--- src/rtl/core/sds_pkg.sv ---
`timescale 1ns / 1ps
// ----------------------------------------------------------------------------
// sds_pkg
// Types and constants shared by the sprite depth sort block.
// ----------------------------------------------------------------------------
package sds_pkg;

	localparam int POS_W  = 24;
	localparam int KEY_W  = 27;
	localparam int TAG_W  = 16;
	localparam int MODE_W = 3;

	localparam logic [MODE_W-1:0] MODE_ISO      = 3'd0;
	localparam logic [MODE_W-1:0] MODE_ORTHO    = 3'd1;
	localparam logic [MODE_W-1:0] MODE_TOP_DOWN = 3'd2;
	localparam logic [MODE_W-1:0] MODE_SIDE     = 3'd3;
	localparam logic [MODE_W-1:0] MODE_EXPLICIT = 3'd4;

	// one held sprite
	typedef struct packed {
		logic                    valid;
		logic signed [KEY_W-1:0] key;
		logic [TAG_W-1:0]        tag;
	} cell_t;

	// sprite on its way into the chain
	typedef struct packed {
		logic                    valid;
		logic                    visible;
		logic                    last;
		logic signed [KEY_W-1:0] key;
		logic [TAG_W-1:0]        tag;
	} ins_t;

	// per-cycle command to every cell
	typedef struct packed {
		logic ins;
		logic shift;
	} cell_ctl_t;

endpackage

--- src/rtl/core/sds_cell.sv ---
`timescale 1ns / 1ps
// ----------------------------------------------------------------------------
// sds_cell
// One slot of the sorted chain: keeps its sprite, yields to a smaller new
// key by taking the new sprite or its left neighbor's, and shifts toward the head on readout.
// ----------------------------------------------------------------------------
module sds_cell (
	input  logic                clk,
	input  logic                arst_n,
	input  sds_pkg::cell_ctl_t  ctl,
	input  sds_pkg::cell_t      new_entry,
	input  sds_pkg::cell_t      prev_entry,
	input  sds_pkg::cell_t      next_entry,
	input  logic                prev_le,
	output sds_pkg::cell_t      entry,
	output logic                le
);
	import sds_pkg::*;

	logic                    valid_q;
	logic signed [KEY_W-1:0] key_q;
	logic [TAG_W-1:0]        tag_q;

	// held entry stays ahead of an equal or larger new key
	assign le = valid_q && (key_q <= new_entry.key);

	always_ff @(posedge clk or negedge arst_n) begin
		if (!arst_n) begin
			valid_q <= 1'b0;
		end else if (ctl.shift) begin
			valid_q <= next_entry.valid;
		end else if (ctl.ins && !le) begin
			valid_q <= prev_le ? 1'b1 : prev_entry.valid;
		end
	end

	always_ff @(posedge clk) begin
		if (ctl.shift) begin
			key_q <= next_entry.key;
			tag_q <= next_entry.tag;
		end else if (ctl.ins && !le) begin
			if (prev_le) begin
				key_q <= new_entry.key;
				tag_q <= new_entry.tag;
			end else begin
				key_q <= prev_entry.key;
				tag_q <= prev_entry.tag;
			end
		end
	end

	assign entry = '{valid: valid_q, key: key_q, tag: tag_q};

endmodule

--- config.mk ---
export PLATFORM = sky130hd
export DESIGN_NAME = sds_cell
export DESIGN_NICKNAME = d
export VERILOG_FILES = /design/src/rtl/core/sds_pkg.sv /design/src/rtl/core/sds_cell.sv
export SDC_FILE = /design/constraint.sdc
export NUM_CORES = 1
export LEC_CHECK = 0
export BUFFER_PORTS_ARGS = -buffer_cell sky130_fd_sc_hd__buf_2
export CORE_ASPECT_RATIO = 0.9
export CORE_MARGIN = 2
export CORE_UTILIZATION = 44
export CTS_CLUSTER_SIZE = 25
export DETAILED_ROUTE_END_ITERATION = 12
export PLACE_DENSITY_LB_ADDON = 0.15
export SYNTH_ARGS = -nofsm -noshare
export SYNTH_HDL_FRONTEND = slang
export SYNTH_SLANG_ARGS = --single-unit
--- constraint.sdc ---
create_clock -name clk -period 4.6 [get_ports clk]
set_input_delay 0.92 -clock clk [delete_from_list [all_inputs] [get_ports clk]]
set_output_delay 0.92 -clock clk [all_outputs]
set_load 0.02 [all_outputs]
==> flow_summary_export.csv, run 1 <==
group,metric,value,unit
cts,h-tree-depth,2,
floorplan,start_util,0.454,
sta,slew_headroom,0.509,
floorplan,die_area,0.00743,mm2
pwr,vdd_drop_max,0.136,mV
logic_synthesis,syn_avg_cell_area,9.91,um2
cts,cts_sinks,44,
floorplan,die_w,90.7,um
logic_synthesis,synth-seq-area-share,0.443,
route,drtPass1Iterations,5,
final_layout,regArea,0.00132,mm2
logic_synthesis,synth_top_area_share,0.434,
worst_setup_path,cpPeakStageDelay,0.38,ns
cts,cts_resized,0,
route,drtAntennaViolNets,0,
flow_run,drv_cap,0,
floorplan,die_y,82.0,um
pwr,cellPowerDensity,306,mW/mm2
final_layout,fin_util,0.622,
worst_setup_path,critPathBufInv,3,
worst_setup_path,arrival,2.78,ns
cts,cts_made_buffers,5,
sta,layout_min_cycle_time,3.70,ns
cts,post-cts-setup-buffers,0,
sta,slew_violations,0,
placed_design,place.port_buffers,180,
sta,tightest_slew,0.736,ns
final_layout,drive_gt1_frac,0.418,
logic_synthesis,synth_cell_types,29,
worst_setup_path,path_delay_family,"simple AND/OR/NAND/NOR gates",
grt,grt-ovfl-total,0,
worst_setup_path,worstPathRequired,3.68,ns
logic_synthesis,synth_area_leader_cell,"edfxtp_1",
cts,cts_root_buffer,"clkbuf_8",
floorplan,pin_count,182,
placed_design,place_hpwl,5880,um
logic_synthesis,yosysMostFrequentCell,"nand2_1",
worst_setup_path,critPathMaxFanout,6,
cts,clkLatencyLatePin,0.30,ns
worst_hold_path,holdCritPathClass,"primary input to async pin",
worst_setup_path,worst_path_max_delay_cell,"ha_1",
logic_synthesis,synthTopCellsByCount,"51 x nand2_1, 47 x o21ai_0, 44 x mux2i_1",
logic_synthesis,synth_fp_nets,464,
logic_synthesis,synth_ff_type,"edfxtp_1",
route,viasPerCell,4.82,
route,totalWireLength,7380,um
pwr,p_leak,2.13,nW
worst_setup_path,worstSetupStartpointType,"primary input",
grt,grt_pass1_vias,2497,
final_layout,fin_cells,566,
grt,grt_max_degree,49,
cts,clk_pin_slew,0.09,ns
route,dr_total_vias,2726,
worst_setup_path,critPathCaptureType,"primary output",
sta,whs,0.382,ns
grt,grt_use_total,0.195,
sta,finalSetupViolations,0,
logic_synthesis,syn_inst,300,
route,wl_per_cell,13.0,um
logic_synthesis,ys_ff_latch,44,
placed_design,placed_cell_area,0.00395,mm2
logic_synthesis,ys_warn_count,0,
grt,antenna_found_initial,0,
sta,rsz0062_at_grt,"no",
cts,clockBufferDepth,2,
cts,cts_tree,"built",
logic_synthesis,synth-edff-count,43,
floorplan,coreArea,0.00655,mm2
final_layout,design_area,0.00408,mm2
cts,ctsHoldBuffers,0,
placed_design,dp.cells,558,
final_layout,nets,639,
final_layout,fillers,608,
final_layout,antenna_cells,0,
sta,final-hold-violation-count,0,
sta,skew,0.00719,ns
worst_setup_path,critPathKind,"primary input to primary output",
logic_synthesis,synth_area_leaders,"edfxtp_1 43%, mux2i_1 15%, ha_1 11%",
grt,grt_pass1_wl,11500,um
logic_synthesis,async_reset_ff_frac,0.0227,
sta,fin_crit_sh,0.804,
logic_synthesis,syn_area,0.00297,mm2
sta,fin_setup_tns,0,ns
final_layout,multiInputGateArea,0.00148,mm2
placed_design,gp_congestion,0.801,
route,drt_iter0_markers,110,
status,status,"finished clean",
final_layout,syn_to_final_growth,37.0,%
sta,clock.fmax,270,MHz
worst_setup_path,cp_cell_sequence,"buf_2, inv_1, ha_1, nand4_2, nor4_2, nor3b_2, nand2_1, nand2_1, mux2i_1, nor2_1, buf_2",
route,drcViolationCount,0,
floorplan,num_rows,28,
==> layer usage <==
| layer | routed length [um] | track usage |
|---|---|---|
| met1 | 3110 | 0.233 |
| met2 | 3520 | 0.344 |
| met3 | 668 | 0.0606 |
| met4 | 81 | 0.0554 |
| met5 | 0 | 0 |
==> cell type report <==
| class | instances | area share |
|---|---|---|
| inverters | 30 | 0.0276 |
| well taps | 90 | 0.0276 |
| clock buffers | 7 | 0.0236 |
| multi-input cells | 210 | 0.362 |
| clock inverters | 1 | 0.00737 |
| repair buffers | 184 | 0.228 |
| flip-flops and latches | 44 | 0.323 |
==> report_power, final <==
part	internal [W]	switching [W]	leakage, nW	total, W
registers	0.000511	0.0000226	0.455	0.000534
clock network	0.000192	0.000136	0.0645	0.000328
logic	0.000156	0.000230	1.61	0.000386
==> cell families (layout without fill, tap and decap cells) <==
| logic type | Yosys count | count (layout) | synth area share |
|---|---|---|---|
| AND/OR/NAND/NOR | 70 | 70 | 0.107 |
| adder cells (fa/ha/maj) | 27 | 27 | 0.114 |
| flip-flops | 44 | 44 | 0.443 |
| buffers and inverters | 46 | 222 | 0.0610 |
| AO/OA/AOI/OAI | 69 | 69 | 0.127 |
| multiplexers | 44 | 44 | 0.148 |
==> per-stage QoR <==
step	setup slack, ns	power (W)
3_3_place_gp	0.898	0.000924
6_report	0.900	0.00125
2_1_floorplan	0.0121	0.000780
4_1_cts	0.843	0.00126
3_5_place_dp	0.858	0.000935
5_1_grt	0.688	0.00132
==> flip-flops by register name (all words and copies together), names as in the netlist <==
signal,cells
key_q,27
tag_q,16
valid_q,1
==> path summary, 6_finish.rpt <==
check / cells past startpoint / slack, ns / end / from
min in group clk: 4 / 0.73 / valid_q$_DFFE_PN0P_ / valid_q$_DFFE_PN0P_
hold / removal: 1 / 0.38 / valid_q$_DFFE_PN0P_ / arst_n
setup reg to reg: 7 / 2.03 / tag_q[5]$_DFFE_PP_ / key_q[26]$_DFFE_PP_
setup / recovery: 11 / 0.90 / le / new_entry[42]
max in group asynchronous: 1 / 4.13 / valid_q$_DFFE_PN0P_ / arst_n
hold reg to reg: 4 / 0.73 / valid_q$_DFFE_PN0P_ / valid_q$_DFFE_PN0P_
==> placed cells by master, fill, tap and decap left out, drive strengths merged <==
cell type  instances
nand4              4
mux2i             44
a21boi             1
a221oi             1
dfrtp              1
o21bai             1
nand3              5
nor4               1
a21oi             14
buf              184
bufinv             1
inv               30
nand3b             2
a211oi             2
a2111oi            1
nor3b              1
nor3               1
o21ai             48
nand2             52
nor2               3
nor4b              1
edfxtp            43
clkbuf             7
o211ai             1
ha                27
Note: power is estimated with default switching activity, not from simulation.
==> inputs of run 2 (changes only) <==
- clock period: 4.6 -> 3.6 ns (I/O delays scaled with it)
==> run 2 against run 1 <==
Compared with the run above: sequential share of layout area shrank 0.26 points; total power grew 22%; combinational power grew 32%; non-clock buffer count is the same; clock skew shrank 0.0021 ns; die area is the same; global-route usage grew 0.26 points; routed wire length grew 2.9%; via count grew 1.5%; sequential power grew 29%.
==> flow_summary_export.csv, run 2 (synthesized netlist as in run 1, its figures left out) <==
group,metric,value,unit
status,status,"finished clean",
cts,post-cts-setup-buffers,0,
pwr,pwr-share-seq,0.452,
pwr,clockPowerShare,0.212,
worst_setup_path,worst_path_max_delay_cell,"ha_1",
worst_setup_path,cp_cell_sequence,"buf_2, inv_1, ha_1, a211oi_1, nor2_1, a2111oi_2, inv_1, a21oi_2, mux2i_1, nor2_1, buf_2",
pwr,p_comb_frac,0.336,
pwr,switching_share,0.328,
final_layout,layout_commonest_cell,"buf_2",
placed_design,place_hpwl,6040,um
route,wl_per_cell,13.4,um
route,top_layer,"met4",
cts,ctsHoldBuffers,0,
sta,slew_headroom,0.504,
pwr,cellPowerDensity,370,mW/mm2
worst_setup_path,critPathKind,"primary input to primary output",
cts,clkLatencyLatePin,0.29,ns
grt,grt-ovfl-total,0,
final_layout,largest_reg_flops,27,
cts,cts_sinks,44,
final_layout,reg.largest.list,"key_q (27), tag_q (16), valid_q (1)",
floorplan,num_rows,28,
final_layout,regMostFlops,"key_q",
final_layout,nets,639,
sta,fin_crit_sh,0.925,
sta,final-hold-violation-count,0,
worst_setup_path,worstSetupStartpointType,"primary input",
floorplan,die_area,0.00743,mm2
cts,cts_made_buffers,5,
final_layout,design_area,0.00411,mm2
route,drcViolationCount,0,
route,drtAntennaViolNets,0,
grt,antenna_found_initial,0,
sta,whs,0.188,ns
cts,cts_resized,0,
route,drtPass1Iterations,4,
sta,slew_violations,0,
route,totalWireLength,7590,um
sta,fin_setup_tns,0,ns
sta,finalSetupViolations,0,
route,wl_met3,603,um
floorplan,pin_count,182,
pwr,p_leak,2.10,nW
flow_run,drv_cap,0,
worst_setup_path,arrival,2.61,ns
placed_design,placed_cell_area,0.00402,mm2
sta,tightest_slew,0.745,ns
sta,rsz0062_at_grt,"no",
pwr,vdd_drop_max,0.159,mV
cts,h-tree-depth,2,
final_layout,mostFrequentLayoutCells,"180 x buf_2, 51 x nand2_1, 47 x o21ai_0",
sta,layout_min_cycle_time,3.33,ns
sta,clock.fmax,300,MHz
sta,skew,0.00512,ns
grt,grt_pass1_vias,2584,
grt,grt_max_degree,50,
final_layout,fillers,600,
final_layout,drive_gt1_frac,0.429,
grt,grt_pass1_wl,11700,um
pwr,netSwitchingPower,0.000499,W
final_layout,antenna_cells,0,
worst_setup_path,critPathBufInv,4,
route,viasPerCell,4.89,
cts,cts_tree,"built",
placed_design,gp_congestion,0.764,
placed_design,place.port_buffers,180,
route,wl_met1,3180,um
worst_setup_path,worstPathRequired,2.88,ns
grt,grt_use_total,0.198,
floorplan,die_y,82.0,um
worst_hold_path,holdCritPathClass,"primary input to async pin",
floorplan,coreArea,0.00655,mm2
route,route.met2.wl,3780,um
route,drt_iter0_markers,89,
cts,cts_root_buffer,"clkbuf_8",
worst_setup_path,critPathMaxFanout,3,
worst_setup_path,critPathCaptureType,"primary output",
pwr,p_int,0.00102,W
cts,clk_pin_slew,0.08,ns
worst_setup_path,cpPeakStageDelay,0.30,ns
route,dr_total_vias,2766,
floorplan,die_w,90.7,um
floorplan,start_util,0.454,
worst_setup_path,path_delay_family,"compound AO/OA/AOI/OAI gates",
final_layout,syn_to_final_growth,38.1,%
cts,clockBufferDepth,2,
run 2: cell count changes in the layout (fill, tap and decap cells not counted), sizes merged:
cell,delta
clkbuf,+1
bufinv,-1
run 2: layout make-up:
| cell class | count | area [um2] | area share |
|---|---|---|---|
| clock buffers | 8 | 90.1 | 0.0219 |
| inverters | 30 | 123 | 0.0299 |
| multi-input cells | 210 | 1540 | 0.374 |
| flip-flops and latches | 44 | 1320 | 0.320 |
| well taps | 90 | 113 | 0.0274 |
| repair buffers | 184 | 931 | 0.227 |
run 2: path summary, 6_finish.rpt:
check,slack [ns],cells after the start,startpoint,to
max reg2reg,0.97,9,key_q[8]$_DFFE_PP_,key_q[1]$_DFFE_PP_
min,0.19,1,arst_n,valid_q$_DFFE_PN0P_
max in group asynchronous,3.33,1,arst_n,valid_q$_DFFE_PN0P_
max,0.27,11,new_entry[24],le
min in group clk,0.70,3,next_entry[40],key_q[24]$_DFFE_PP_
min reg2reg,0.76,4,valid_q$_DFFE_PN0P_,valid_q$_DFFE_PN0P_
run 2: stage by stage:
stage	util	power [W]	setup WS [ns]	std cells
4_1_cts	0.627	0.00154	0.260	566
2_1_floorplan	-	0.00101	-0.667	300
5_1_grt	0.627	0.00161	0.0717	566
3_3_place_gp	0.613	0.00120	0.334	558
3_5_place_dp	0.613	0.00121	0.279	558
6_report	0.627	0.00152	0.270	566
run 2: layer usage:
metal / track usage / up-vias
met5: 0 / -
met4: 0.0431 / 0
met3: 0.0587 / 2
met1: 0.236 / 1234
met2: 0.357 / 109
li1: - / 1421
run 2: worst register-to-register path, stage by stage (launching register included):
cell	delay, ns
edfxtp_1	0.42
ha_1	0.31
a211oi_1	0.28
nor2_1	0.11
a2111oi_2	0.29
inv_1	0.09
a21oi_2	0.21
nand3b_1	0.10
o211ai_1	0.12
buf_4	0.36
run 2: power by group through the flow:
stage	clock network [W]	registers [W]	logic, W
finish	0.000322	0.000687	0.000511
global route	0.000351	0.000696	0.000568
CTS	0.000332	0.000688	0.000518
detailed placement	0	0.000698	0.000515
global placement	0	0.000693	0.000506
floorplan	0	0.000790	0.000223
==> inputs of run 3 (changes only) <==
- CELL_PAD_IN_SITES_DETAIL_PLACEMENT: default -> 1
- CELL_PAD_IN_SITES_GLOBAL_PLACEMENT: default -> 2
- CORE_UTILIZATION: 44 -> 24
==> run 3 against run 2 <==
Compared with the run above: clock power is 43% higher; critical path depth stayed put; die area is 79% higher; design area is 4.1% higher; largest power group unchanged.
==> flow_summary_export.csv, run 3 (synthesized netlist as in run 1, its figures left out) <==
group,metric,value,unit
final_layout,mostFrequentLayoutCells,"180 x buf_2, 51 x nand2_1, 47 x o21ai_0",
cts,cts_root_buffer,"clkbuf_16",
route,drtAntennaViolNets,0,
final_layout,syn_to_final_growth,43.8,%
cts,cts_tree,"built",
route,totalWireLength,9260,um
worst_setup_path,critPathCaptureType,"primary output",
route,wl_per_cell,14.5,um
placed_design,place.port_buffers,180,
floorplan,num_rows,38,
route,viasPerCell,4.38,
sta,fin_setup_tns,0,ns
floorplan,coreArea,0.0121,mm2
worst_setup_path,r2r_cells,7,
cts,h-tree-depth,2,
sta,layout_min_cycle_time,3.35,ns
final_layout,drive_gt1_frac,0.430,
worst_setup_path,path_delay_family,"compound AO/OA/AOI/OAI gates",
sta,fin_crit_sh,0.929,
sta,whs,0.189,ns
route,dr_total_vias,2787,
worst_setup_path,worstSetupStartpointType,"primary input",
cts,clockBufferDepth,2,
pwr,cellPowerDensity,392,mW/mm2
placed_design,placed_cell_area,0.00414,mm2
floorplan,die_y,110,um
worst_setup_path,worstPathRequired,2.88,ns
worst_hold_path,holdCritPathClass,"primary input to async pin",
grt,grt_pass1_wl,14400,um
cts,post-cts-setup-buffers,0,
final_layout,design_area,0.00428,mm2
worst_setup_path,worst_path_max_delay_cell,"ha_1",
grt,antenna_found_initial,0,
cts,clk_pin_slew,0.06,ns
cts,ctsHoldBuffers,0,
grt,grt_pass1_vias,2916,
final_layout,layout_commonest_cell,"buf_2",
sta,tightest_slew,0.405,ns
route,drt_iter0_markers,64,
final_layout,fin_cells,637,
worst_setup_path,r2r-end,"tag_q[2]$_DFFE_PP_",
sta,clock.fmax,299,MHz
cts,cts_resized,0,
flow_run,drv_cap,0,
placed_design,place_hpwl,7410,um
worst_setup_path,r2r_start,"key_q[26]$_DFFE_PP_",
sta,slew_violations,0,
worst_setup_path,cpMostUsedCell,"buf_2",
pwr,vdd_drop_max,0.169,mV
floorplan,pin_count,182,
final_layout,reg.largest.list,"key_q (27), tag_q (16), valid_q (1)",
pwr,p_leak,2.14,nW
grt,grt_max_degree,46,
final_layout,largest_reg_flops,27,
cts,cts_made_buffers,5,
sta,skew,0.00779,ns
final_layout,regMostFlops,"key_q",
cts,cts_sinks,44,
worst_setup_path,cpPeakStageDelay,0.29,ns
final_layout,antenna_cells,0,
status,status,"finished clean",
sta,slew_headroom,0.730,
route,drtPass1Iterations,4,
worst_setup_path,ff2ff_setup_slack,0.96,ns
placed_design,gp_congestion,0.707,
pwr,p_total,0.00168,W
route,drcViolationCount,0,
worst_setup_path,critPathBufInv,3,
grt,grt-ovfl-total,0,
floorplan,die_area,0.0133,mm2
floorplan,start_util,0.246,
sta,rsz0062_at_grt,"no",
floorplan,die_w,121,um
placed_design,dp.cells,629,
sta,finalSetupViolations,0,
cts,clkLatencyLatePin,0.29,ns
grt,grt_use_total,0.142,
worst_setup_path,arrival,2.63,ns
worst_setup_path,critPathKind,"primary input to primary output",
worst_setup_path,cp_cell_sequence,"buf_2, inv_1, ha_1, a21oi_1, o21ai_0, a221oi_1, nand3_1, a21oi_2, mux2i_1, nor2_1, buf_2",
worst_setup_path,critPathMaxFanout,3,
final_layout,nets,640,
sta,final-hold-violation-count,0,
==> run 3: changes by cell type in the layout (fill, tap and decap cells not counted), sizes merged <==
cell,previous run,this run
buf,184,185
clkinvlp,0,1
clkinv,0,1
clkbuf,8,6
==> run 3: power by group <==
group | internal (W) | switching [W]
logic | 0.000217 | 0.000313
clock network | 0.000256 | 0.000203
registers | 0.000654 | 0.0000324
total | 0.00113 | 0.000548
==> run 3: layout make-up <==
type,instances,area (um2)
Fill cell,1470,7800
Clock inverter,2,11.3
Clock buffer,6,129
Tap cell,160,200
Multi-Input combinational cell,210,1540
Sequential cell,44,1320
Inverter,30,123
Timing Repair Buffer,185,963
==> run 3: worst max path at each step <==
stage                     cells past startpoint           from            endpoint
after detailed placement                     11  new_entry[30]                  le
after global placement                       11  new_entry[20]                  le
after CTS                                    11  new_entry[30]                  le
after global routing                         11  new_entry[18]                  le
final                                        11  new_entry[30]                  le
after floorplan                               7  new_entry[42]  key_q[0]$_DFFE_PP_
==> run 3: stage by stage <==
stage               utilization  worst slack (ns)
detailed placement        0.343             0.236
global route              0.354            0.0185
global placement          0.343             0.266
finish                    0.354             0.254
floorplan                     -            -0.667
CTS                       0.354             0.228
==> run 3: routing by layer <==
layer / global-route usage / part of all wire
met2: 0.241 / 0.45
met5: 0 / 0
met3: 0.0612 / 0.11
met4: 0.0419 / 0.012
met1: 0.164 / 0.43
