**config.mk**
```make
export PLATFORM = sky130hd
export DESIGN_NAME = sds_key
export DESIGN_NICKNAME = d
export VERILOG_FILES = /design/src/rtl/core/sds_pkg.sv /design/src/rtl/core/sds_key.sv
export SDC_FILE = /design/constraint.sdc
export NUM_CORES = 1
export LEC_CHECK = 0
export ABC_CLOCK_PERIOD_IN_PS = 1110
export BUFFER_PORTS_ARGS = -buffer_cell sky130_fd_sc_hd__buf_2
export CORE_ASPECT_RATIO = 1.4
export CORE_MARGIN = 2
export CORE_UTILIZATION = 41
export DETAILED_ROUTE_END_ITERATION = 6
export PLACE_DENSITY_LB_ADDON = 0.3
export SYNTH_ARGS = -nofsm -noshare
export SYNTH_HDL_FRONTEND = slang
export SYNTH_SLANG_ARGS = --single-unit
```
**constraint.sdc**
```tcl
create_clock -name clk -period 1.11 [get_ports clk]
set_clock_uncertainty 0.2 [all_clocks]
set_input_delay 0.0555 -clock clk [delete_from_list [all_inputs] [get_ports clk]]
set_output_delay 0.0555 -clock clk [all_outputs]
set_load 0.01 [all_outputs]
```
**src/rtl/core/sds_pkg.sv**
```systemverilog
`timescale 1ns / 1ps
// ----------------------------------------------------------------------------
// sds_pkg
// Types and constants shared by the sprite depth sort block.
// ----------------------------------------------------------------------------
package sds_pkg;

	localparam int POS_W  = 24;
	localparam int KEY_W  = 27;
	localparam int TAG_W  = 16;
	localparam int MODE_W = 3;

	localparam logic [MODE_W-1:0] MODE_ISO      = 3'd0;
	localparam logic [MODE_W-1:0] MODE_ORTHO    = 3'd1;
	localparam logic [MODE_W-1:0] MODE_TOP_DOWN = 3'd2;
	localparam logic [MODE_W-1:0] MODE_SIDE     = 3'd3;
	localparam logic [MODE_W-1:0] MODE_EXPLICIT = 3'd4;

	// one held sprite
	typedef struct packed {
		logic                    valid;
		logic signed [KEY_W-1:0] key;
		logic [TAG_W-1:0]        tag;
	} cell_t;

	// sprite on its way into the chain
	typedef struct packed {
		logic                    valid;
		logic                    visible;
		logic                    last;
		logic signed [KEY_W-1:0] key;
		logic [TAG_W-1:0]        tag;
	} ins_t;

	// per-cycle command to every cell
	typedef struct packed {
		logic ins;
		logic shift;
	} cell_ctl_t;

endpackage

```
**src/rtl/core/sds_key.sv**
```systemverilog
`timescale 1ns / 1ps
// ----------------------------------------------------------------------------
// sds_key
// Depth key stage: forms the twice-scale key for the render mode and
// registers the sprite for insertion.
// ----------------------------------------------------------------------------
module sds_key (
	input  logic                          clk,
	input  logic                          arst_n,
	input  logic                          accept,
	input  logic [sds_pkg::MODE_W-1:0]    depth_mode,
	input  logic [sds_pkg::POS_W-1:0]     pos_x,
	input  logic [sds_pkg::POS_W-1:0]     pos_y,
	input  logic [sds_pkg::POS_W-1:0]     pos_z,
	input  logic [sds_pkg::POS_W-1:0]     explicit_depth,
	input  logic                          visible,
	input  logic [sds_pkg::TAG_W-1:0]     sprite_tag,
	input  logic                          last,
	output sds_pkg::ins_t                 ins
);
	import sds_pkg::*;

	logic signed [KEY_W-1:0] x2;
	logic signed [KEY_W-1:0] y2;
	logic signed [KEY_W-1:0] z1;
	logic signed [KEY_W-1:0] z2;
	logic signed [KEY_W-1:0] d2;
	logic signed [KEY_W-1:0] key;
	logic                    valid_s1;
	logic                    visible_s1;
	logic                    last_s1;
	logic signed [KEY_W-1:0] key_s1;
	logic [TAG_W-1:0]        tag_s1;

	assign x2 = {{2{pos_x[POS_W-1]}}, pos_x, 1'b0};
	assign y2 = {{2{pos_y[POS_W-1]}}, pos_y, 1'b0};
	assign z2 = {{2{pos_z[POS_W-1]}}, pos_z, 1'b0};
	assign z1 = {{3{pos_z[POS_W-1]}}, pos_z};
	assign d2 = {{2{explicit_depth[POS_W-1]}}, explicit_depth, 1'b0};

	always_comb begin
		unique case (depth_mode)
			MODE_ISO:      key = x2 + y2 + z1;
			MODE_ORTHO:    key = y2;
			MODE_TOP_DOWN: key = z2;
			MODE_SIDE:     key = x2;
			default:       key = d2;
		endcase
	end

	always_ff @(posedge clk or negedge arst_n) begin
		if (!arst_n) begin
			valid_s1 <= 1'b0;
		end else begin
			valid_s1 <= accept;
		end
	end

	always_ff @(posedge clk) begin
		if (accept) begin
			visible_s1 <= visible;
			last_s1    <= last;
			key_s1     <= key;
			tag_s1     <= sprite_tag;
		end
	end

	assign ins = '{valid: valid_s1, visible: visible_s1, last: last_s1,
		key: key_s1, tag: tag_s1};

endmodule

```
==> flow_results.org, run 1 <==
** Run status
- Run status :: complete, but fails checks
- Violations in the final reports :: negative hold slack, negative setup slack

** Route
- Post-DRT Antenna Nets :: 0
- Number of vias in the routed layout :: 4464
- The first detailed-routing pass ran for 5 iterations.
- Using the TritonRoute via totals, the vias-per-cell ratio works out to 5.51.
- After detailed routing, the average wire length per cell comes to 19.0 µm.
- For this run, design rule violations remaining after detail routing come to 0.
- After detailed routing, the total wire length is 15.4 mm.
- The first routing iteration left 340 violations.

** CTS
- Counting the buffers created by CTS gives 5.
- The tree built by TritonCTS fans out to 46 sinks.
- In this run the number of H-tree levels came out at 2.
- The clock passes through at most 2 buffers.
- Clock-pin slew was measured on the worst setup and hold paths at 70 ps.
- Cell at the root of the clock tree :: clkbuf_16
- TritonCTS built the clock tree.
- Number of hold-repair buffers added at the cts stage :: 37

** Synthesis
- Yosys warning count :: 0
- In this run, distinct cell masters in the synthesized netlist total 54.
- In this run, synthesis produced a sequential element count of 46.
- Synthesized area :: 4060 µm²
- Post-synthesis cell count :: 379
- A synthesized cell averages 10.7 µm².
- Number of enable-type register cells in the synthesized netlist :: 45
- edfxtp_1 takes more of the synthesized area than any other cell.
- In the post-synthesis netlist, the biggest area contributors are edfxtp_1 (33%), fa_1 (12%), ha_1 (7.4%).
- For this run, the leading register cell type out of synthesis is edfxtp_1.
- Portion of synthesized cell area occupied by the leading cell type :: 33.3%
- The number of nets in the synthesized netlist is 548.
- Register area share after synthesis :: 33.9%
- Synth async-reset ratio :: 2.17%

** Floorplanning
- The initialized floorplan defines 42 standard-cell rows.
- Once the floorplan was initialized, standard cells occupied 42.4% of the core.
- The die covers 10700 µm².
- 166 I/O pins were placed.
- In this run the horizontal extent of the chip is 88.1 µm.
- DIE HEIGHT :: 122 µm
- Placeable Area :: 9560 µm²

** Worst setup path
- Arr. time, crit path :: 2520 ps
- STA classifies the critical path endpoint as a flip-flop.
- Worst EP required :: 960 ps
- Largest fanout of any net on the critical path :: 4
- Worst Path Class, Setup :: in -> reg
- STA classifies the critical path startpoint as an input pin.

** Global route
- The number of antenna violations at the first check in global routing came to 1.
- Total routing usage reported by global routing :: 27.6%
- Congestion Overflow GR :: 0
- The first global-routing pass estimated 22.7 mm of wire.
- Vias in the first global route :: 4550
- Entering global routing, the biggest net connects 22 pins.

** Place
- Global placer's final weighted congestion :: 0.930
- OpenSTA, run right after detailed placement, puts the worst setup slack at -1960 ps.
- Number of input and output port buffers inserted :: 165
- In this run, placement finished with an instance count of 752.
- After legalization and detailed placement, the total HPWL measured 11.4 mm.

** STA
- Worst slew margin relative to its limit :: 68.0%
- Derived from the worst setup path, the maximum achievable clock frequency is 0.374 GHz.
- RSZ-0062 raised after global routing :: true
- The number of slew-limit violations in the final report was 0.
- Setup violations remaining at the end of the flow were counted as 28.
- Worst setup slack after layout :: -1560 ps
- Hold Vio Cnt, Final :: 6
- At the pin with the least slew margin, the transition time is 480 ps.
- The routed design could run at a clock period as short as 2670 ps.
- Final worst-path cycle share :: 241%
- Hold timing on the final database bottoms out at a slack of -119 ps.

** Worst hold path
- Along the worst hold path, the cell count comes to 2.
- Hold Crit Endpoint :: key_s1[3]
- Worst Hold Class :: in -> reg
- Startpoint of the worst hold path :: explicit_depth[2]

** Power
- In this run the power density over the cells is 1220 nW/µm².
- Leak pwr :: 3.01 nW
- VDD sags by at most 570 µV.

** Finish
- # nets final :: 845
- Relative to the synthesized area, the layout overhead comes to 70.5%.
- Final cell count without fillers :: 810
- Fraction of final layout cells sized beyond drive strength 1 :: 55.4%

** Job
- Number of violations of the max-capacitance limit :: 0
how the worst max path moves through the flow:
stage                         from  slack [ps]  depth (start not counted)          to
after global placement    pos_x[1]       -1870                         12  key_s1[24]
after floorplan           pos_x[1]       -1610                         11  key_s1[24]
final                     pos_z[6]       -1560                         10  key_s1[24]
after global routing      pos_z[6]       -1670                         10  key_s1[24]
after CTS                 pos_z[2]       -1520                         12  key_s1[24]
after detailed placement  pos_x[1]       -1960                         12  key_s1[24]
placed cells by master (no fill, tap or decap), drive strengths merged, types with 2 or more instances in the layout:
master       Yosys  layout
nand2           33      33
or4              2       2
nand2b           2       2
nor3             4       4
fa              25      25
or3              2       2
inv             12      12
xnor2           12      12
nand3            9       9
o211ai           6       6
o21ai           19      19
a211oi           8       8
o21ba            2       2
nor2            18      18
buf              9     278
nand4            2       2
a222oi           3       3
mux4             4       4
dlygate4sd3      0      37
a221oi           7       7
o21bai           2       2
a21oi           28      28
and2             2       2
a221o            7       7
and3             4       4
xor2             6       6
o21a             7       7
mux2            20      20
nor2b            3       3
o221ai           3       3
a21o             6       6
edfxtp          45      45
o22ai            3       3
clkbuf          17       6
a31oi            5       5
a22oi            8       8
ha              24      24
clkinv           0       2
synthesized netlist by cell type (all sizes together), types with 2 or more instances:
cell / n
edfxtp: 45
nand2: 33
a21oi: 28
fa: 25
ha: 24
mux2: 20
o21ai: 19
nor2: 18
clkbuf: 17
inv: 12
xnor2: 12
buf: 9
nand3: 9
a211oi: 8
a22oi: 8
a221o: 7
a221oi: 7
o21a: 7
a21o: 6
o211ai: 6
xor2: 6
a31oi: 5
and3: 4
mux4: 4
nor3: 4
a222oi: 3
nor2b: 3
o221ai: 3
o22ai: 3
and2: 2
nand2b: 2
nand4: 2
o21ba: 2
o21bai: 2
or3: 2
or4: 2
layout make-up:
class / count / area, µm²
Clock buffer: 5 / 125
Multi-Input combinational cell: 295 / 2960
Inverter: 12 / 45.0
Fill cell: 689 / 2650
Clock inverter: 3 / 21.3
Timing Repair Buffer: 316 / 2220
Antenna cell: 1 / 2.50
Sequential cell: 46 / 1380
Tap cell: 132 / 165
per-layer routing:
metal | up-vias | part of all wire [%] | GRT usage [%] | routed length (µm)
met5 | - | 0 | 0 | 0
met4 | 0 | 3.4 | 10.8 | 530
met3 | 41 | 6.7 | 3.93 | 1040
met2 | 220 | 52 | 48.7 | 8050
met1 | 2165 | 37 | 33.6 | 5760
li1 | 2038 | - | - | -
worst max-delay path, stage by stage:
cell       delay (ps)
buf_8             100
fa_1              580
ha_4              220
a21o_1            200
nor2_1            280
a211oi_2          150
o2111ai_2         260
a21oi_2           100
or3_1             310
a41o_1            250
through the flow:
stage	total power, mW	cell area (µm²)	hold WS, ps	setup TNS (ps)	utilization [%]
2_1_floorplan	4.27	4170	-440	-32760	-
3_3_place_gp	5.94	5840	-370	-42010	61.1
3_5_place_dp	6.01	5840	-368	-43160	61.1
4_1_cts	7.98	6690	-125	-32340	69.9
5_1_grt	8.86	6910	-115	-35140	72.3
6_report	8.44	6910	-119	-33400	72.3
cell families (layout without fill, tap and decap cells):
| family | count (synthesis) | count (layout) | share of synthesized area [%] |
|---|---|---|---|
| AO/OA/AOI/OAI | 120 | 120 | 21.2 |
| XOR/XNOR | 18 | 18 | 3.89 |
| adder cells (fa/ha/maj) | 49 | 49 | 19.7 |
| buffers and inverters | 38 | 336 | 3.92 |
| flip-flops | 46 | 46 | 33.9 |
| multiplexers | 25 | 25 | 8.02 |
| other | 0 | 1 | 0 |
| AND/OR/NAND/NOR | 83 | 83 | 9.32 |
state kept, by name, summed over array words and instances, names as in the netlist:
signal / count
visible_s1: 1
key_s1: 27
valid_s1: 1
tag_s1: 16
last_s1: 1
what timing repair did:
action,in CTS,in global routing
endpoints found under the hold margin,42,6
setup endpoints to repair,28,31
gates cloned,0,0
pin swaps,55,33
resized for setup,53,42
setup buffers,8,6
power breakdown:
part / switching, mW / internal [mW] / total (mW)
Clock: 0.640 / 0.834 / 1.47
Sequential: 0.0499 / 2.12 / 2.17
Combinational: 2.31 / 2.49 / 4.80
(Power assumes the default switching activity.)
==> run 2, diff against run 1 <==
CORE_UTILIZATION = 49   (was 41)
==> run 2 against run 1 <==
Against the previous run:
- the run still ends with negative hold slack, negative setup slack left
- first-iteration DRC count rose by 55%
- fmax decreased by 0.24%
- sequential power hardly changed
- critical path depth rose by 2
- final area down 3.0%
- hold slack worse by 11 ps
- clock-buffer cell count stayed put
- largest power group unchanged
- power is 0.55% lower
- via count rose by 7.3%
- combinational power shrank 4%
==> flow_results.org, run 2 (synthesis results as in run 1) <==
** Finish
- Top library cells by usage in the layout, fill and taps aside :: buf_2 (155), buf_4 (106), edfxtp_1 (45)
- Registers with the most flip-flops :: key_s1: 27 flops, tag_s1: 16 flops
- Area taken by multi-input logic gates :: 2830 µm² (-4.5%)
- The number of inserted diodes was 0 (-1).
- The fraction of layout cells with a size suffix above 1 was 53.9% (-1.5 points).
- Reg with most FFs :: key_s1
- The layout net count came to 845 (unchanged).
- Layout-stage area growth over the synthesis result :: 65.4%
- The flip-flop count of the largest register, all copies and words added is 27 (unchanged).
- The layout filler cell count came to 457 (-34%).
- The register cell area after layout was 1380 µm² (unchanged).
- Leading cell type in the layout, fill and taps excluded :: buf_2
- Layout Cell Area excl Fill :: 6710 µm² (-3.0%)

** Floorplanning
- The floorplan row count was 39 (-7.1%).
- The overall die area came to 9030 µm² (-16%).
- The core region area was 8100 µm² (-15%).
- Die Width :: 80.9 µm (-8.1%)
- Number of I/O pins :: 166 (unchanged)
- DIE HEIGHT :: 112 µm (-8.2%)
- Starting utilization of the core area :: 50.1% (+7.7 points)

** Route
- The number of DRC markers after the initial detailed-route iteration was 527 (+55%).
- Post-DRT Antenna Nets :: 0 (unchanged)
- The mean routed wirelength per cell came to 22.0 µm (+16%).
- The met2 layer wire length in the routed design is 8.79 mm (+9.2%).
- Number of design rule violations left after detail routing :: 0 (unchanged)
- Highest signal layer in the routed design :: met4
- Number of vias in the routed layout :: 4791 (+7.3%)
- Wl on met1 :: 5.43 mm (-5.7%)
- Met3 wire length :: 1.60 mm (+54%)
- The average via count per standard cell came to 6.15 (+12%).
- The number of iterations in the first detailed-routing pass came to 6 (+1).
- The final wirelength came to 17.1 mm (+11%).

** Global route
- Largest net degree at the start of global routing :: 23 (+4.5%)
- The number of global-route vias before repair is 4896 (+7.6%).
- Wire length of the first global-routing pass :: 25.0 mm (+10%)
- The combined global-route utilization of all metal layers was 36.4% (+8.8 points).
- The number of antenna violations at the first check in global routing came to 0 (-1).
- Congestion Overflow GR :: 0 (unchanged)

** STA
- Clock period minus final worst setup slack :: 2680 ps (+6.35 ps)
- Setup repair after global routing could not meet its margin everywhere.
- The final-layout worst hold slack is -130 ps (-10.5 ps).
- Slew of the pin with the lowest slew margin :: 663 ps (+183 ps)
- The number of slew-limit violations in the final report was 0 (unchanged).
- The maximum clock rate was 0.374 GHz (-0.24%).
- Worst setup slack after layout :: -1570 ps (-6.35 ps)
- The number of failing hold endpoints at the final stage is 8 (+2).
- The final count of negative-setup-slack endpoints is 41 (+46%).
- Setup TNS :: -35610 ps (-2210 ps)
- Final worst-path cycle share :: 241% (+0.57 points)
- The relative slew slack is 55.7% (-12 points).

** Worst setup path
- Critical Path Source :: pos_x[1]
- Critical path capture point type :: flip-flop
- The worst setup path is launched from an input pin.
- The most critical setup path has its endpoint at key_s1[24].
- Largest fanout of any net on the critical path :: 4 (unchanged)
- Worst Path Class, Setup :: in -> reg
- Worst EP required :: 970 ps (about the same)
- Arr. time, crit path :: 2540 ps (+20 ps)

** Job
- The number of max-cap violations is 0 (unchanged).

** Power
- The total power per unit cell area was 1250 nW/µm² (+2.5%).
- The leakage component of the power is 2.98 nW (-1.3%).
- The peak ir drop on the vdd network is 1470 µV (+160%).
- The total design power was 8.39 mW (-0.55%).

** CTS
- Clock sink count :: 46 (unchanged)
- The number of buffers added by the clock tree synthesis step came to 5 (unchanged).
- The clock edge transition at the registers on the reported setup and hold paths came to 70 ps (about the same).
- The quantity of hold-fixing buffers added after cts was 38 (+2.7%).
- The buffer levels on the longest clock path is 2 (unchanged).
- TritonCTS built the clock tree.
- Cell at the root of the clock tree :: clkbuf_16
- H-tree depth :: 2 (unchanged)

** Worst hold path
- Startpoint of the worst hold path :: explicit_depth[9]
- The path class of the tightest hold or removal check is in -> reg.

** Run status
- The checks that failed: negative hold slack, negative setup slack.
- The flow ran to the end, but the final reports show violations.

** Place
- The port buffer count was 165 (unchanged).
- Standard cell area after detailed placement :: 5780 µm² (-1.2%)
- The last weighted congestion value of the routability-driven placer was 0.900 (-3.2%).
- The sum of net half-perimeters after detailed placement came to 10.9 mm (-3.9%).
-- run 2: how the worst min path moves through the flow --
stage                       to  slack (ps)  cells past startpoint
finish              key_s1[10]        -130                      2
floorplan             valid_s1        -440                      0
global placement      valid_s1        -370                      1
global route         key_s1[3]        -120                      2
CTS                  key_s1[3]        -120                      2
detailed placement    valid_s1        -370                      1
-- run 2: final cells by class --
type / instances / share of cell area (%)
multi-input combinational: 295 / 42.1
timing repair buffer: 316 / 32.5
clock buffer: 5 / 1.87
inverter: 12 / 0.672
clock inverter: 3 / 0.354
sequential: 46 / 20.5
tap: 102 / 1.90
-- run 2: layer usage --
| layer | track usage (%) | vias to the layer above |
|---|---|---|
| met1 | 39.7 | 2227 |
| li1 | - | 2037 |
| met5 | 0 | - |
| met2 | 63.2 | 407 |
| met3 | 7.86 | 120 |
| met4 | 21.4 | 0 |
-- run 2: repair_timing --
item,CTS,global route
setup buffers,7,9
cloned,0,0
pin swaps,39,24
endpoints found under the setup margin,30,40
endpoints found under the hold margin,46,9
resized for setup,34,35
-- run 2: power by group --
group          total (mW)  internal, mW  switching (mW)
Clock                1.59         0.845           0.744
Sequential           2.20          2.12          0.0759
Combinational        4.61          2.34            2.26
Total                8.39          5.31            3.08
-- run 2: per-stage QoR --
| step | cells | worst slack [ps] | util (%) | hold WS (ps) |
|---|---|---|---|---|
| floorplan | 379 | -1610 | - | -440 |
| detailed placement | 718 | -1960 | 71.3 | -370 |
| finish | 779 | -1570 | 82.8 | -130 |
| global route | 779 | -1620 | 82.8 | -119 |
| CTS | 771 | -1500 | 80.1 | -123 |
| global placement | 718 | -1820 | 71.3 | -370 |
-- run 2: worst max-delay path, cell delays in order --
cell and delay (ps):
buf_6 100, fa_1 580, ha_4 150, inv_2 30
fa_2 360, nor2b_4 160, o211ai_4 100, a211oi_2 300
o2111ai_2 220, a21oi_2 190, o21ai_1 80, a41o_1 210
==> run 3, diff against run 2 <==
CTS_BUF_LIST = sky130_fd_sc_hd__clkbuf_8   (was not set)
==> run 3 against run 2 <==
Against the previous run:
- non-clock buffer count unchanged
- via count increased by 3.2%
- fmax fell by 3.8%
- die area did not move
- cell count unchanged
- first-iteration DRC count grew 41%
- clock power decreased by 30%
- sequential share of layout area decreased by 0.20 points
- final area rose by 0.99%
- hold slack lost 12 ps
- clock-buffer cell count stayed put
- sequential power about the same
- the run still ends with negative hold slack, negative setup slack left
==> flow_results.org, run 3 (synthesis results as in run 1) <==
** Job
- Number of violations of the max-capacitance limit :: 0 (unchanged)

** Place
- The last weighted congestion value of the routability-driven placer was 0.900 (unchanged).
- Number of placed cells counting well taps :: 718 (unchanged)
- Number of input and output port buffers inserted :: 165 (unchanged)
- The setup slack after placement was -1960 ps (unchanged).
- Final HPWL DP :: 10.9 mm (unchanged)

** STA
- The number of slew-limit violations in the final report came to 0 (unchanged).
- Worst setup slack after layout :: -1670 ps (-106 ps)
- The relative slew slack was 56.7% (+0.99 points).
- The final-layout worst hold slack is -142 ps (-12.3 ps).
- The post-layout minimum cycle time is 2780 ps (+106 ps).
- Setup repair after global routing could not meet its margin everywhere.
- Timing-limited maximum frequency :: 0.359 GHz (-3.8%)
- Total setup violations reported at the end of the flow :: 55 (+34%)
- The transition time at the pin with the least slew margin was 648 ps (-14.8 ps).
- The number of failing hold endpoints at the final stage was 8 (unchanged).
- Setup TNS :: -35050 ps (+566 ps)
- Final worst-path cycle share :: 251% (+9.5 points)

** Floorplanning
- The vertical extent of the die came to 112 µm (unchanged).
- Die Width :: 80.9 µm (unchanged)
- The core region area is 8100 µm² (unchanged).
- The initial cell density of the core was 50.1% (unchanged).
- Number of I/O pins :: 166 (unchanged)
- Standard-cell rows :: 39 (unchanged)
- Area of the die :: 9030 µm² (unchanged)

** Finish
- Top library cells by usage in the layout, fill and taps aside :: buf_2 (154), buf_4 (96), edfxtp_1 (45)
- The largest registers in the layout are key_s1: 27 flops, tag_s1: 16 flops.
- The layout net count is 845 (unchanged).
- Post-route core utilization :: 83.6% (+0.82 points)
- Leading cell type in the layout, fill and taps excluded :: buf_2
- The flip-flop count of the largest register, all copies and words added came to 27 (unchanged).
- Fraction of final layout cells sized beyond drive strength 1 :: 54.2% (+0.30 points)
- Reg with most FFs :: key_s1
- Final cell count without fillers :: 779 (unchanged)
- The number of inserted diodes came to 0 (unchanged).
- Layout-stage area growth over the synthesis result :: 67.0%

** Worst hold path
- The worst hold path stage count was 2 (unchanged).
- Hold Crit Endpoint :: key_s1[10]
- In this run the worst hold path is classified as in -> reg.
- Startpoint of the worst hold path :: explicit_depth[9]

** Power
- The cell internal power dissipation was 4.99 mW (-5.9%).
- The sequential share of power was 26.8% (+0.6 points).
- The combinational fraction of design power was 59.7% (+4.8 points).
- The total power per unit cell area is 1210 nW/µm² (-3.3%).
- Clock power frac :: 13.6% (-5.3 points)
- The leakage component of the power came to 2.98 nW (+0.21%).
- The net switching component of the power was 3.20 mW (+3.9%).
- Worst-case vdd ir drop :: 956 µV (-35%)
- Switching Share :: 39.1% (+2.3 points)

** Global route
- Wire length of the first global-routing pass :: 24.1 mm (-3.4%)
- The number of global-route vias before repair was 4862 (-0.69%).
- Total routing usage reported by global routing :: 35.2% (-1.3 points)
- Antenna violations before repair :: 0 (unchanged)
- The final global-route overflow total came to 0 (unchanged).
- Largest net degree at the start of global routing :: 23 (unchanged)

** CTS
- Clock transition at path regs :: 100 ps (+30 ps)
- Maximum buffer depth of the clock tree :: 2 (unchanged)
- The clock sink count came to 46 (unchanged).
- TritonCTS built the clock tree.
- The number of H-tree levels came to 2 (unchanged).
- Number of hold-repair buffers added at the cts stage :: 41 (+7.9%)
- Cts bufs inserted :: 5 (unchanged)
- Cell at the root of the clock tree :: clkbuf_8

** Route
- DRC marker count from the first detailed-route iteration :: 743 (+41%)
- Routed length per placed instance :: 24.2 µm (+10%)
- The final wirelength is 18.9 mm (+10%).
- Vias per std cell :: 6.35 (+3.2%)
- Drt first pass iters :: 6 (unchanged)
- The post-detailed-route DRC marker count was 0 (unchanged).
- The number of routed nets with antenna violations was 0 (unchanged).
- Number of vias in the routed layout :: 4946 (+3.2%)

** Run status
- Run status :: complete, but fails checks
- The checks that failed: negative hold slack, negative setup slack.

** Worst setup path
- The worst setup path is captured at a flip-flop.
- Critical path buffer and inverter count :: 3 (+1)
- List of cells traversed by the critical path :: buf_2 -> fa_1 -> ha_4 -> inv_2 -> fa_2 -> nor2b_4 -> o211ai_4 -> buf_12 -> a21oi_4 -> a221o_1 -> a31oi_2 -> xor2_1 -> a21oi_1
- Worst EP required :: 980 ps (about the same)
- Critical Path Start Type :: input pin
- Worst Path Class, Setup :: in -> reg
- On the critical path, the stage with the largest delay is an instance of fa_1.
- Grouping stages by cell kind, the critical path spends the most delay in compound AO/OA/AOI/OAI gates.
- The largest fanout of any net on the critical path came to 4 (unchanged).
- The worst path arrival time was 2660 ps (+120 ps).
- The largest incremental delay on the critical path is 500 ps (-80 ps).
==> run 3: what timing repair did <==
action                                  CTS  global route
gates resized for setup                  35            49
buffers inserted                          6             9
endpoints found under the hold margin    46             7
endpoints found under the setup margin   33            61
pin swaps                                41            46
==> run 3: through the flow <==
stage	power, mW	hold slack (ps)	instance area [µm²]
2_1_floorplan	4.27	-440	4170
3_3_place_gp	5.81	-370	5780
3_5_place_dp	5.92	-370	5780
4_1_cts	7.32	-141	6460
5_1_grt	8.52	-140	6770
6_report	8.20	-142	6770
==> run 3: worst max-delay path by stage <==
stage               startpoint          to  slack, ps  cells past startpoint
global route          pos_z[8]  key_s1[22]      -1710                     10
floorplan             pos_x[1]  key_s1[24]      -1610                     11
finish                pos_y[1]  key_s1[22]      -1670                     13
detailed placement    pos_x[1]  key_s1[12]      -1960                     12
global placement      pos_x[1]  key_s1[24]      -1820                     12
CTS                   pos_x[1]  key_s1[12]      -1470                     12
==> run 3: metal layers <==
| layer | track usage, % | vias to the layer above | wire length [µm] |
|---|---|---|---|
| li1 | - | 2040 | - |
| met1 | 37.7 | 2274 | 5830 |
| met2 | 63.0 | 462 | 9250 |
| met3 | 5.43 | 170 | 2050 |
| met4 | 21.0 | 0 | 1750 |
| met5 | 0 | - | 0 |
==> run 3: area by class of cell <==
cell class	instances	area, µm²
fill	436	1330
inverter	12	45.0
multi-input combinational	295	2910
timing repair buffer	316	2220
clock buffer	5	68.8
clock inverter	3	23.8
sequential	46	1380
tap	102	128
==> run 3: power groups by stage <==
| stage | logic, mW | registers, mW | clock network (mW) |
|---|---|---|---|
| after detailed placement | 3.71 | 2.21 | 0 |
| after CTS | 4.07 | 2.17 | 1.08 |
| after global routing | 5.16 | 2.20 | 1.17 |
| after global placement | 3.61 | 2.20 | 0 |
| final | 4.89 | 2.20 | 1.11 |
| after floorplan | 1.97 | 2.29 | 0 |
